==> src/hw/rtl/srw_pkg.sv <==
// Types and constants for the sequence reorder window.
package srw_pkg;

  localparam int SEQ_W  = 32;
  localparam int LEN_W  = 13;
  localparam int SLOT_W = 5;
  localparam int CFG_W  = 6;
  localparam logic [CFG_W-1:0] CFG_WINDOW_RESET = 6'd32;

  typedef enum logic [1:0] {
    KIND_STORED = 2'd0,
    KIND_LATE   = 2'd1,
    KIND_DUP    = 2'd2,
    KIND_EMIT   = 2'd3
  } srw_kind_t;

  typedef enum logic [3:0] {
    ST_IDLE,
    ST_CALC,
    ST_MOD_S,
    ST_MOD_B,
    ST_DISP,
    ST_F_CHK,
    ST_F_EMIT,
    ST_STORE,
    ST_MOD_BOT,
    ST_I_CHK,
    ST_I_EMIT,
    ST_FINISH
  } srw_state_t;

  typedef struct packed {
    srw_kind_t          kind;
    logic [SEQ_W-1:0]   seq;
    logic [SLOT_W-1:0]  slot;
    logic [LEN_W-1:0]   len;
    logic               restarted;
  } srw_result_t;

  typedef struct packed {
    logic clear_all;
    logic free_slot;
    logic store;
    logic store_good;
  } srw_slot_cmd_t;

endpackage

==> src/hw/rtl/sequence_reorder_window_top.sv <==
// Sequence reorder window: one packet per transfer, disposition then in-order emits.
// Disposition is held back until the next result is known, so a forced walk delays it; the block
// takes no new packet until the last result of the current one has moved to the output register;
// forced walks, in-order releases, freed slots and output stalls all lengthen the time per packet.
// Reset (rst_n low, synchronous): empty window at zero, all slots cleared, window length 32.
module sequence_reorder_window_top import srw_pkg::*; #(
  parameter int MAX_WINDOW       = 32,
  parameter int RESTART_DISTANCE = 128
) (
  input  logic              clk,
  input  logic              rst_n,
  input  logic              cfg_valid,
  output logic              cfg_ready,
  input  logic [CFG_W-1:0]  cfg_window_length,
  input  logic              in_valid,
  output logic              in_ready,
  input  logic [SEQ_W-1:0]  in_seq_number,
  input  logic              in_crc_ok,
  input  logic [LEN_W-1:0]  in_payload_length,
  output logic              out_valid,
  input  logic              out_ready,
  output logic [1:0]        out_kind,
  output logic [SEQ_W-1:0]  out_seq,
  output logic [SLOT_W-1:0] out_slot_index,
  output logic [LEN_W-1:0]  out_length,
  output logic              out_restarted,
  output logic              out_last
);

  localparam int RW    = $clog2(MAX_WINDOW + 1);
  localparam int IW    = $clog2(MAX_WINDOW);
  localparam int CNT_W = RW + 1;

  srw_state_t       state_r, state_nxt;
  logic [CFG_W-1:0] wl_r;
  logic [RW-1:0]    w_eff;
  logic [RW-1:0]    w_r;
  logic [SEQ_W-1:0] s_r;
  logic             ok_r;
  logic [LEN_W-1:0] plen_r;
  logic             restart_r;
  logic [SEQ_W-1:0] bottom_r;
  logic [SEQ_W-1:0] top_r;
  logic [SEQ_W-1:0] d_r;
  logic             ge_r;
  logic [SEQ_W-1:0] nbt_r;
  logic             forced_r;
  logic [RW-1:0]    k_r;
  logic             late_r;
  logic [IW-1:0]    didx_r;
  srw_kind_t        kind_r;
  logic [IW-1:0]    idx_r;
  logic [IW-1:0]    idx_inc;
  logic [SEQ_W-1:0] pos_r;
  logic [CNT_W-1:0] cnt_r;
  srw_result_t      pend_r;
  logic             pend_v_r;
  srw_result_t      out_r;
  logic             out_last_r;
  logic             out_valid_r;

  logic             in_acc;
  logic             restart_c;
  logic [SEQ_W-1:0] top_nxt;
  logic             push_ok;
  logic             fin_ok;
  logic             push;
  logic             fin;
  logic             adv;
  srw_result_t      push_res;
  srw_result_t      disp_res;
  srw_kind_t        disp_kind;
  logic [RW:0]      rel;
  logic             visited;
  logic             walk_end;
  logic             io_stop;
  logic             bottom_max;
  logic             mod_start;
  logic [SEQ_W-1:0] mod_div;
  logic             mod_done;
  logic [RW-1:0]    mod_rem;
  srw_slot_cmd_t    slot_cmd;
  logic             walk_valid;
  logic             walk_good;
  logic             store_good;
  logic [LEN_W-1:0] walk_len;

  srw_mod #(.RW(RW)) u_mod (
    .clk      (clk),
    .rst_n    (rst_n),
    .start    (mod_start),
    .dividend (mod_div),
    .divisor  (w_r),
    .done     (mod_done),
    .rem      (mod_rem)
  );

  srw_slots #(.NSLOT(MAX_WINDOW), .IW(IW)) u_slots (
    .clk        (clk),
    .rst_n      (rst_n),
    .cmd        (slot_cmd),
    .walk_idx   (idx_r),
    .store_idx  (didx_r),
    .store_len  (plen_r),
    .walk_valid (walk_valid),
    .walk_good  (walk_good),
    .store_good (store_good),
    .walk_len   (walk_len)
  );

  // out-of-range window settings clamp to 1 .. MAX_WINDOW
  always_comb begin
    if (wl_r == '0) begin
      w_eff = RW'(1);
    end else if (wl_r > CFG_W'(MAX_WINDOW)) begin
      w_eff = RW'(MAX_WINDOW);
    end else begin
      w_eff = RW'(wl_r);
    end
  end

  assign in_ready  = (state_r == ST_IDLE);
  assign cfg_ready = (state_r == ST_IDLE);
  assign in_acc    = in_valid && in_ready;

  assign restart_c = in_crc_ok &&
      (({1'b0, in_seq_number} + (SEQ_W + 1)'(RESTART_DISTANCE)) < {1'b0, bottom_r});

  always_comb begin
    if (restart_c || (in_seq_number > top_r)) begin
      top_nxt = in_seq_number;
    end else begin
      top_nxt = top_r;
    end
  end

  // one pending result is held back until it is known whether it is the last
  assign push_ok = !pend_v_r || !out_valid_r || out_ready;
  assign fin_ok  = !out_valid_r || out_ready;

  assign idx_inc    = ((RW'(idx_r) + RW'(1)) == w_r) ? '0 : idx_r + IW'(1);
  assign walk_end   = ({1'b0, k_r} == CNT_W'(cnt_r));
  assign io_stop    = (cnt_r > CNT_W'(w_r)) || (bottom_r > top_r) || !walk_good;
  assign bottom_max = (bottom_r == '1);

  // is the new packet's slot among those the forced walk frees
  always_comb begin
    if (didx_r >= idx_r) begin
      rel = (RW + 1)'(didx_r) - (RW + 1)'(idx_r);
    end else begin
      rel = (RW + 1)'(didx_r) + (RW + 1)'(w_r) - (RW + 1)'(idx_r);
    end
    visited = forced_r && ((k_r == w_r) || (rel < (RW + 1)'(k_r)));
    if (late_r) begin
      disp_kind = KIND_LATE;
    end else if (store_good && !visited) begin
      disp_kind = KIND_DUP;
    end else begin
      disp_kind = KIND_STORED;
    end
    disp_res.kind      = disp_kind;
    disp_res.seq       = s_r;
    disp_res.slot      = late_r ? '0 : SLOT_W'(didx_r);
    disp_res.len       = (disp_kind == KIND_STORED) ? plen_r : '0;
    disp_res.restarted = restart_r;
  end

  always_comb begin
    state_nxt = state_r;
    case (state_r)
      ST_IDLE: begin
        if (in_valid) state_nxt = ST_CALC;
      end
      ST_CALC: state_nxt = ST_MOD_S;
      ST_MOD_S: begin
        if (mod_done) state_nxt = forced_r ? ST_MOD_B : ST_DISP;
      end
      ST_MOD_B: begin
        if (mod_done) state_nxt = ST_DISP;
      end
      ST_DISP: begin
        if (push_ok) begin
          if (forced_r) begin
            state_nxt = ST_F_CHK;
          end else begin
            state_nxt = late_r ? ST_FINISH : ST_STORE;
          end
        end
      end
      ST_F_CHK: begin
        if (walk_end) begin
          state_nxt = late_r ? ST_FINISH : ST_STORE;
        end else if (walk_valid) begin
          state_nxt = ST_F_EMIT;
        end
      end
      ST_F_EMIT: begin
        if (push_ok) state_nxt = ST_F_CHK;
      end
      ST_STORE: state_nxt = ST_MOD_BOT;
      ST_MOD_BOT: begin
        if (mod_done) state_nxt = ST_I_CHK;
      end
      ST_I_CHK: state_nxt = io_stop ? ST_FINISH : ST_I_EMIT;
      ST_I_EMIT: begin
        if (push_ok) state_nxt = bottom_max ? ST_FINISH : ST_I_CHK;
      end
      ST_FINISH: begin
        if (fin_ok) state_nxt = ST_IDLE;
      end
      default: state_nxt = ST_IDLE;
    endcase
  end

  always_comb begin
    mod_start = 1'b0;
    mod_div   = bottom_r;
    push      = 1'b0;
    push_res  = disp_res;
    fin       = 1'b0;
    adv       = 1'b0;
    slot_cmd  = '0;
    case (state_r)
      ST_IDLE: slot_cmd.clear_all = in_acc && restart_c;
      ST_CALC: begin
        mod_start = 1'b1;
        mod_div   = s_r;
      end
      ST_MOD_S: mod_start = mod_done && forced_r;
      ST_DISP:  push = push_ok;
      ST_F_CHK: adv = !walk_end && !walk_valid;
      ST_F_EMIT: begin
        push               = push_ok;
        push_res.kind      = KIND_EMIT;
        push_res.seq       = pos_r;
        push_res.slot      = SLOT_W'(idx_r);
        push_res.len       = walk_len;
        push_res.restarted = 1'b0;
        slot_cmd.free_slot = push_ok;
        adv                = push_ok;
      end
      ST_STORE: begin
        mod_start           = 1'b1;
        slot_cmd.store      = (kind_r == KIND_STORED);
        slot_cmd.store_good = ok_r;
      end
      ST_I_EMIT: begin
        push               = push_ok;
        push_res.kind      = KIND_EMIT;
        push_res.seq       = bottom_r;
        push_res.slot      = SLOT_W'(idx_r);
        push_res.len       = walk_len;
        push_res.restarted = 1'b0;
        slot_cmd.free_slot = push_ok;
      end
      ST_FINISH: fin = fin_ok;
      default: ;
    endcase
  end

  always_ff @(posedge clk) begin
    if (!rst_n) begin
      state_r     <= ST_IDLE;
      wl_r        <= CFG_WINDOW_RESET;
      bottom_r    <= '0;
      top_r       <= '0;
      pend_v_r    <= 1'b0;
      out_valid_r <= 1'b0;
    end else begin
      state_r <= state_nxt;
      if (cfg_valid && cfg_ready) begin
        wl_r <= cfg_window_length;
      end
      if (in_acc) begin
        top_r <= top_nxt;
        if (restart_c) bottom_r <= in_seq_number;
      end
      if (state_r == ST_DISP && push_ok && forced_r) begin
        bottom_r <= nbt_r;
      end
      if (state_r == ST_I_EMIT && push_ok && !bottom_max) begin
        bottom_r <= bottom_r + SEQ_W'(1);
      end
      if (push) begin
        pend_v_r <= 1'b1;
      end else if (fin) begin
        pend_v_r <= 1'b0;
      end
      if ((push && pend_v_r) || fin) begin
        out_valid_r <= 1'b1;
      end else if (out_ready) begin
        out_valid_r <= 1'b0;
      end
    end
  end

  always_ff @(posedge clk) begin
    if (in_acc) begin
      s_r       <= in_seq_number;
      ok_r      <= in_crc_ok;
      plen_r    <= in_payload_length;
      w_r       <= w_eff;
      restart_r <= restart_c;
    end
    if (state_r == ST_CALC) begin
      d_r   <= top_r - bottom_r;
      ge_r  <= (top_r >= bottom_r);
      nbt_r <= top_r - SEQ_W'(w_r) + SEQ_W'(1);
    end
    // forced_r, k_r and late_r settle while the remainder run is in progress
    if (state_r == ST_MOD_S) begin
      forced_r <= ok_r && ge_r && (d_r >= SEQ_W'(w_r));
      if (d_r >= (SEQ_W'(w_r) + SEQ_W'(w_r) - SEQ_W'(1))) begin
        k_r <= w_r;
      end else begin
        k_r <= d_r[RW-1:0] - w_r + RW'(1);
      end
      late_r <= (s_r < (forced_r ? nbt_r : bottom_r));
      if (mod_done) begin
        didx_r <= IW'(mod_rem);
        pos_r  <= bottom_r;
      end
    end
    if (state_r == ST_MOD_B && mod_done) begin
      idx_r <= IW'(mod_rem);
    end
    if (state_r == ST_DISP && push_ok) begin
      kind_r <= disp_kind;
      cnt_r  <= '0;
    end
    if (adv) begin
      idx_r <= idx_inc;
      pos_r <= pos_r + SEQ_W'(1);
      cnt_r <= cnt_r + CNT_W'(1);
    end
    if (state_r == ST_MOD_BOT && mod_done) begin
      idx_r <= IW'(mod_rem);
      cnt_r <= '0;
    end
    if (state_r == ST_I_EMIT && push_ok) begin
      idx_r <= idx_inc;
      cnt_r <= cnt_r + CNT_W'(1);
    end
    if (push) begin
      pend_r <= push_res;
    end
    if (push && pend_v_r) begin
      out_r      <= pend_r;
      out_last_r <= 1'b0;
    end else if (fin) begin
      out_r      <= pend_r;
      out_last_r <= 1'b1;
    end
  end

  assign out_valid      = out_valid_r;
  assign out_kind       = out_r.kind;
  assign out_seq        = out_r.seq;
  assign out_slot_index = out_r.slot;
  assign out_length     = out_r.len;
  assign out_restarted  = out_r.restarted;
  assign out_last       = out_last_r;

endmodule

==> src/hw/rtl/srw_mod.sv <==
// Shared remainder unit: 32-bit value modulo window, two bits per cycle.
module srw_mod import srw_pkg::*; #(
  parameter int RW = 6
) (
  input  logic             clk,
  input  logic             rst_n,
  input  logic             start,
  input  logic [SEQ_W-1:0] dividend,
  input  logic [RW-1:0]    divisor,
  output logic             done,
  output logic [RW-1:0]    rem
);

  localparam int STEPS = SEQ_W / 2;
  localparam int CW    = $clog2(STEPS);

  logic [SEQ_W-1:0] sh_r;
  logic [RW-1:0]    rem_r;
  logic [RW-1:0]    rem_nxt;
  logic [CW-1:0]    cnt_r;
  logic             busy_r;
  logic             done_r;
  logic [RW:0]      t1;
  logic [RW:0]      r1;
  logic [RW:0]      t2;
  logic [RW:0]      r2;

  always_comb begin
    t1 = {rem_r, sh_r[SEQ_W-1]};
    r1 = (t1 >= {1'b0, divisor}) ? t1 - {1'b0, divisor} : t1;
    t2 = {r1[RW-1:0], sh_r[SEQ_W-2]};
    r2 = (t2 >= {1'b0, divisor}) ? t2 - {1'b0, divisor} : t2;
    rem_nxt = r2[RW-1:0];
  end

  always_ff @(posedge clk) begin
    if (!rst_n) begin
      busy_r <= 1'b0;
      done_r <= 1'b0;
      cnt_r  <= '0;
    end else begin
      done_r <= 1'b0;
      if (start) begin
        busy_r <= 1'b1;
        cnt_r  <= '0;
      end else if (busy_r) begin
        cnt_r <= cnt_r + CW'(1);
        if (cnt_r == CW'(STEPS - 1)) begin
          busy_r <= 1'b0;
          done_r <= 1'b1;
        end
      end
    end
  end

  always_ff @(posedge clk) begin
    if (start) begin
      sh_r  <= dividend;
      rem_r <= '0;
    end else if (busy_r) begin
      sh_r  <= {sh_r[SEQ_W-3:0], 2'b00};
      rem_r <= rem_nxt;
    end
  end

  assign done = done_r;
  assign rem  = rem_r;

endmodule

==> src/hw/rtl/srw_slots.sv <==
// Slot marks (valid, good) in flops and stored lengths in a small memory.
module srw_slots import srw_pkg::*; #(
  parameter int NSLOT = 32,
  parameter int IW    = 5
) (
  input  logic             clk,
  input  logic             rst_n,
  input  srw_slot_cmd_t    cmd,
  input  logic [IW-1:0]    walk_idx,
  input  logic [IW-1:0]    store_idx,
  input  logic [LEN_W-1:0] store_len,
  output logic             walk_valid,
  output logic             walk_good,
  output logic             store_good,
  output logic [LEN_W-1:0] walk_len
);

  logic [NSLOT-1:0] valid_r;
  logic [NSLOT-1:0] good_r;
  logic [LEN_W-1:0] len_mem [NSLOT];
  logic [LEN_W-1:0] len_q_r;

  always_ff @(posedge clk) begin
    if (!rst_n) begin
      valid_r <= '0;
      good_r  <= '0;
    end else if (cmd.clear_all) begin
      valid_r <= '0;
      good_r  <= '0;
    end else if (cmd.free_slot) begin
      valid_r[walk_idx] <= 1'b0;
      good_r[walk_idx]  <= 1'b0;
    end else if (cmd.store) begin
      valid_r[store_idx] <= 1'b1;
      good_r[store_idx]  <= cmd.store_good;
    end
  end

  // lengths of slots that are not valid are never read
  always_ff @(posedge clk) begin
    if (cmd.store) begin
      len_mem[store_idx] <= store_len;
    end
    len_q_r <= len_mem[walk_idx];
  end

  assign walk_valid = valid_r[walk_idx];
  assign walk_good  = good_r[walk_idx];
  assign store_good = good_r[store_idx];
  assign walk_len   = len_q_r;

endmodule

==> config.mk <==
export PLATFORM = sky130hd
export DESIGN_NAME = sequence_reorder_window_top
export DESIGN_NICKNAME = d
export VERILOG_FILES = /design/src/hw/rtl/srw_pkg.sv /design/src/hw/rtl/sequence_reorder_window_top.sv /design/src/hw/rtl/srw_mod.sv /design/src/hw/rtl/srw_slots.sv
export SDC_FILE = /design/constraint.sdc
export NUM_CORES = 2
export LEC_CHECK = 0
export BUFFER_PORTS_ARGS = -buffer_cell sky130_fd_sc_hd__buf_2
export CAP_MARGIN = 20
export CORE_MARGIN = 2
export CORE_UTILIZATION = 55
export DETAILED_ROUTE_END_ITERATION = 8
export PLACE_DENSITY = 0.72
export RECOVER_POWER = 50
export SYNTH_ARGS = -nofsm -noshare
export SYNTH_HDL_FRONTEND = slang
export SYNTH_SLANG_ARGS = --single-unit
==> constraint.sdc <==
create_clock -name clk -period 9.6 [get_ports clk]
set_clock_uncertainty 0.1 [all_clocks]
set_input_delay 0 -clock clk [delete_from_list [all_inputs] [get_ports clk]]
set_output_delay 0 -clock clk [all_outputs]
set_load 0.005 [all_outputs]
==> results.json <==
{
  "status": "complete, but fails checks",
  "violations": "capacitance limit, slew limit",
  "hpwlAfterDp_mm": 80.85,
  "cts_tree": "yes",
  "wl_met3_mm": 12.57,
  "die_y_um": 289.5,
  "cp.arrival_ps": 7010,
  "p_comb_frac": 0.345,
  "num_vias": 31610,
  "htree_levels": 3,
  "grt_pass1_wl_mm": 182.2,
  "synth-edff-count": 731,
  "holdWs_ps": 152.5,
  "ctsLongestPathBuffers": 3,
  "cpPeakStageDelay_ps": 2970,
  "cp_slowest_cell": "clkbuf_1",
  "layout_common_cells": "edfxtp_1 (731), nand2_1 (391), a21oi_1 (288), ha_1 (249), nor2_1 (232)",
  "grt_setup_unrepaired": "false",
  "ys_ff_latch": 897,
  "seq_power_share": 0.392,
  "cts_buffers": 94,
  "area_delta_synth_final_pct": 12.74,
  "critPathTopFamily": "buffers and inverters",
  "yosys.area_share.xor_xnor": 0.03049,
  "syn_area_per_cell_um2": 12.20,
  "yosys_warnings": 0,
  "ir_drop_mv": 0.2427,
  "post_cts_resized": 0,
  "drt-pass1-iter-count": 6,
  "mostFrequentLayoutCell": "edfxtp_1",
  "synth_top_family_by_area": "compound AO/OA/AOI/OAI gates",
  "fp.dieW_um": 289.5,
  "worstSkewPairLatency_ps": 670,
  "slew_viol_final": 367,
  "intPower_w": 0.009501,
  "synth_compound_area_frac": 0.1157,
  "place_ws_ps": 4228,
  "cts_sinks": 897,
  "core.rowCount": 104,
  "synthMuxAreaShare": 0.08420,
  "async_reset_ff_frac": 0,
  "ios": 114,
  "viasPerCell": 6.328,
  "power_switching_w": 0.005211,
  "cts-root-buf": "clkbuf_16",
  "ys_top_cells_by_area": "edfxtp_1 (49%), dfxtp_1 (7.4%), ha_1 (7.0%), mux4_2 (6.4%), nand2_1 (3.3%)",
  "ys_types": 84,
  "critPathBufInv": 1,
  "portBuffers": 113,
  "place_congestion": 0.9525,
  "pwr-share-clk": 0.262,
  "drc": 0,
  "worstSetupPathType": "flip-flop to flip-flop",
  "gr-total-overflow": 0,
  "grt_usage": 0.2873,
  "maxCapViolCount": 9,
  "fin_ws_ps": 2985,
  "antenna_found_initial": 1,
  "grt_max_degree": 128,
  "coreArea_um2": 80550,
  "fin_nets": 4171,
  "synth_fa_ha_area_frac": 0.07532,
  "worst_pin_slew_ps": 4075,
  "wl_met1_mm": 52.45,
  "yosys.area_share.simple": 0.1009,
  "p_sw_frac": 0.3542,
  "min_path_type": "primary input to flip-flop",
  "fmax_ghz": 0.1512,
  "cts_hold_repair.buffers": 83,
  "ys_seq_area_frac": 0.5639,
  "wire_per_inst_um": 24.32,
  "slew_headroom": -1.717,
  "drtAntennaViolNets": 0,
  "p_leak_nw": 18.12,
  "drive_gt1_frac": 0.1012,
  "grt_pass1_vias": 30060,
  "yosysTopAreaCell": "edfxtp_1",
  "syn_inst": 3675,
  "synth_nets": 3994,
  "die-area_um2": 83790,
  "fillCellCount": 6102,
  "tns_ps": 0,
  "cts_setup_buffers": 0,
  "final_hold_viol_count": 0,
  "clk_pin_slew_ps": 60,
  "synthFlopType": "edfxtp_1",
  "synthesis.area_um2": 44820,
  "cp_max_fo": 82,
  "top_layer": "met5",
  "wl_met2_mm": 53.14,
  "finalWirelength_mm": 121.5,
  "setup_viol": 0,
  "initial_core_util": 0.5564,
  "min_period_ps": 6615,
  "p_per_area_nw_per_um2": 291.2,
  "drt-initial-drc-count": 3911,
  "crit_chain": "and3_1 > clkbuf_1 > mux2i_1 > nor2b_1",
  "worst_ep_required_time_ps": 10000,
  "finalCritPeriodShare": 0.6891,
  "synth_top_area_share": 0.4898,
  "cp-end-kind": "flip-flop",
  "cp-start-kind": "flip-flop"
}
## final timing paths
kind	slack, ps	depth (start not counted)	endpoint	startpoint
max	2980	4	u_mod.sh_r[0]$_SDFFCE_PN0P_	state_r[0]$_SDFFE_PN0P_
min	150	2	s_r[29]$_DFFE_PP_	in_seq_number[29]
max reg2reg	2980	4	u_mod.sh_r[0]$_SDFFCE_PN0P_	state_r[0]$_SDFFE_PN0P_
min reg2reg	320	0	out_seq[30]$_DFFE_PP_	pend_r[49]$_DFFE_PP_
## worst reg2reg max path, cell delays in order (launching register included)
cell and delay (ps):
dfxtp_1 740, and3_1 1660, clkbuf_1 2970, mux2i_1 700, nor2b_1 310
## registers in the layout, indices dropped and copies added, names as in the netlist, 32 cells and up
register         cells
pend_r              53
out_seq             32
bottom_r            32
nbt_r               32
u_mod.sh_r          32
top_r               32
u_slots.len_mem    416
u_slots.good_r      32
s_r                 32
d_r                 32
u_slots.valid_r     32
pos_r               32
## cell families after synthesis
logic type,count (synthesis)
AND/OR/NAND/NOR,989
AO/OA/AOI/OAI,824
flip-flops,897
adder cells (fa/ha/maj),262
multiplexers,216
XOR/XNOR,156
buffers and inverters,331
## per-stage QoR
stage                     utilization  instance area (µm²)  std cells  total power [W]
after CTS                      0.6283                50610       4983          0.01464
after global placement         0.5765                46430       4720          0.01066
after detailed placement       0.5769                46470       4722          0.01072
after global routing           0.6273                50520       4994          0.01551
final                          0.6273                50530       4995          0.01471
after floorplan                     -                44820       3675         0.009291
## Yosys cell counts, types with 8 or more instances
library cell  number
o21bai_1          10
a21o_1            71
and2_1             8
nor2b_1           29
nand4_1           62
inv_1            166
nand3_1           87
a22o_1            16
or2_2             10
a211oi_1          18
nor2_1           234
a22oi_1           88
and3_1            32
mux4_2           128
clkbuf_1         114
o21ai_0          147
o32ai_1            9
xnor2_1          107
mux2_2             8
ha_1             249
fa_1              13
o211ai_1          40
dfxtp_1          166
mux2i_1           80
o31ai_1           17
a21oi_1          288
nand2b_1          24
xor2_1            49
nand2_1          393
o21a_1            16
o22ai_1           13
buf_2             35
nor4_1            21
nor3_1            57
a31oi_1           33
edfxtp_1         731
## power by group through the flow
stage | registers (W) | clock network (W) | logic [W]
CTS | 0.00577 | 0.00388 | 0.00499
floorplan | 0.00555 | 0 | 0.00374
finish | 0.00577 | 0.00385 | 0.00508
detailed placement | 0.00584 | 0 | 0.00487
global route | 0.00583 | 0.00404 | 0.00564
global placement | 0.00583 | 0 | 0.00483
## metal layers
metal,GRT usage,vias up
met2,0.4205,1645
met1,0.4366,15510
met3,0.05591,226
met4,0.08209,2
li1,-,14230
met5,0,-
## cell type report
cell class / count / area, µm² / area share
sequential: 897 / 25270 / 0.5002
clock buffer: 120 / 2541 / 0.05029
antenna: 1 / 2.502 / 0.00004953
clock inverter: 58 / 768.2 / 0.01520
inverter: 169 / 634.4 / 0.01255
timing repair buffer: 243 / 1660 / 0.03286
multi-input combinational: 2447 / 18320 / 0.3626
tap: 1060 / 1326 / 0.02625
Power figures use the tool's default switching activity.
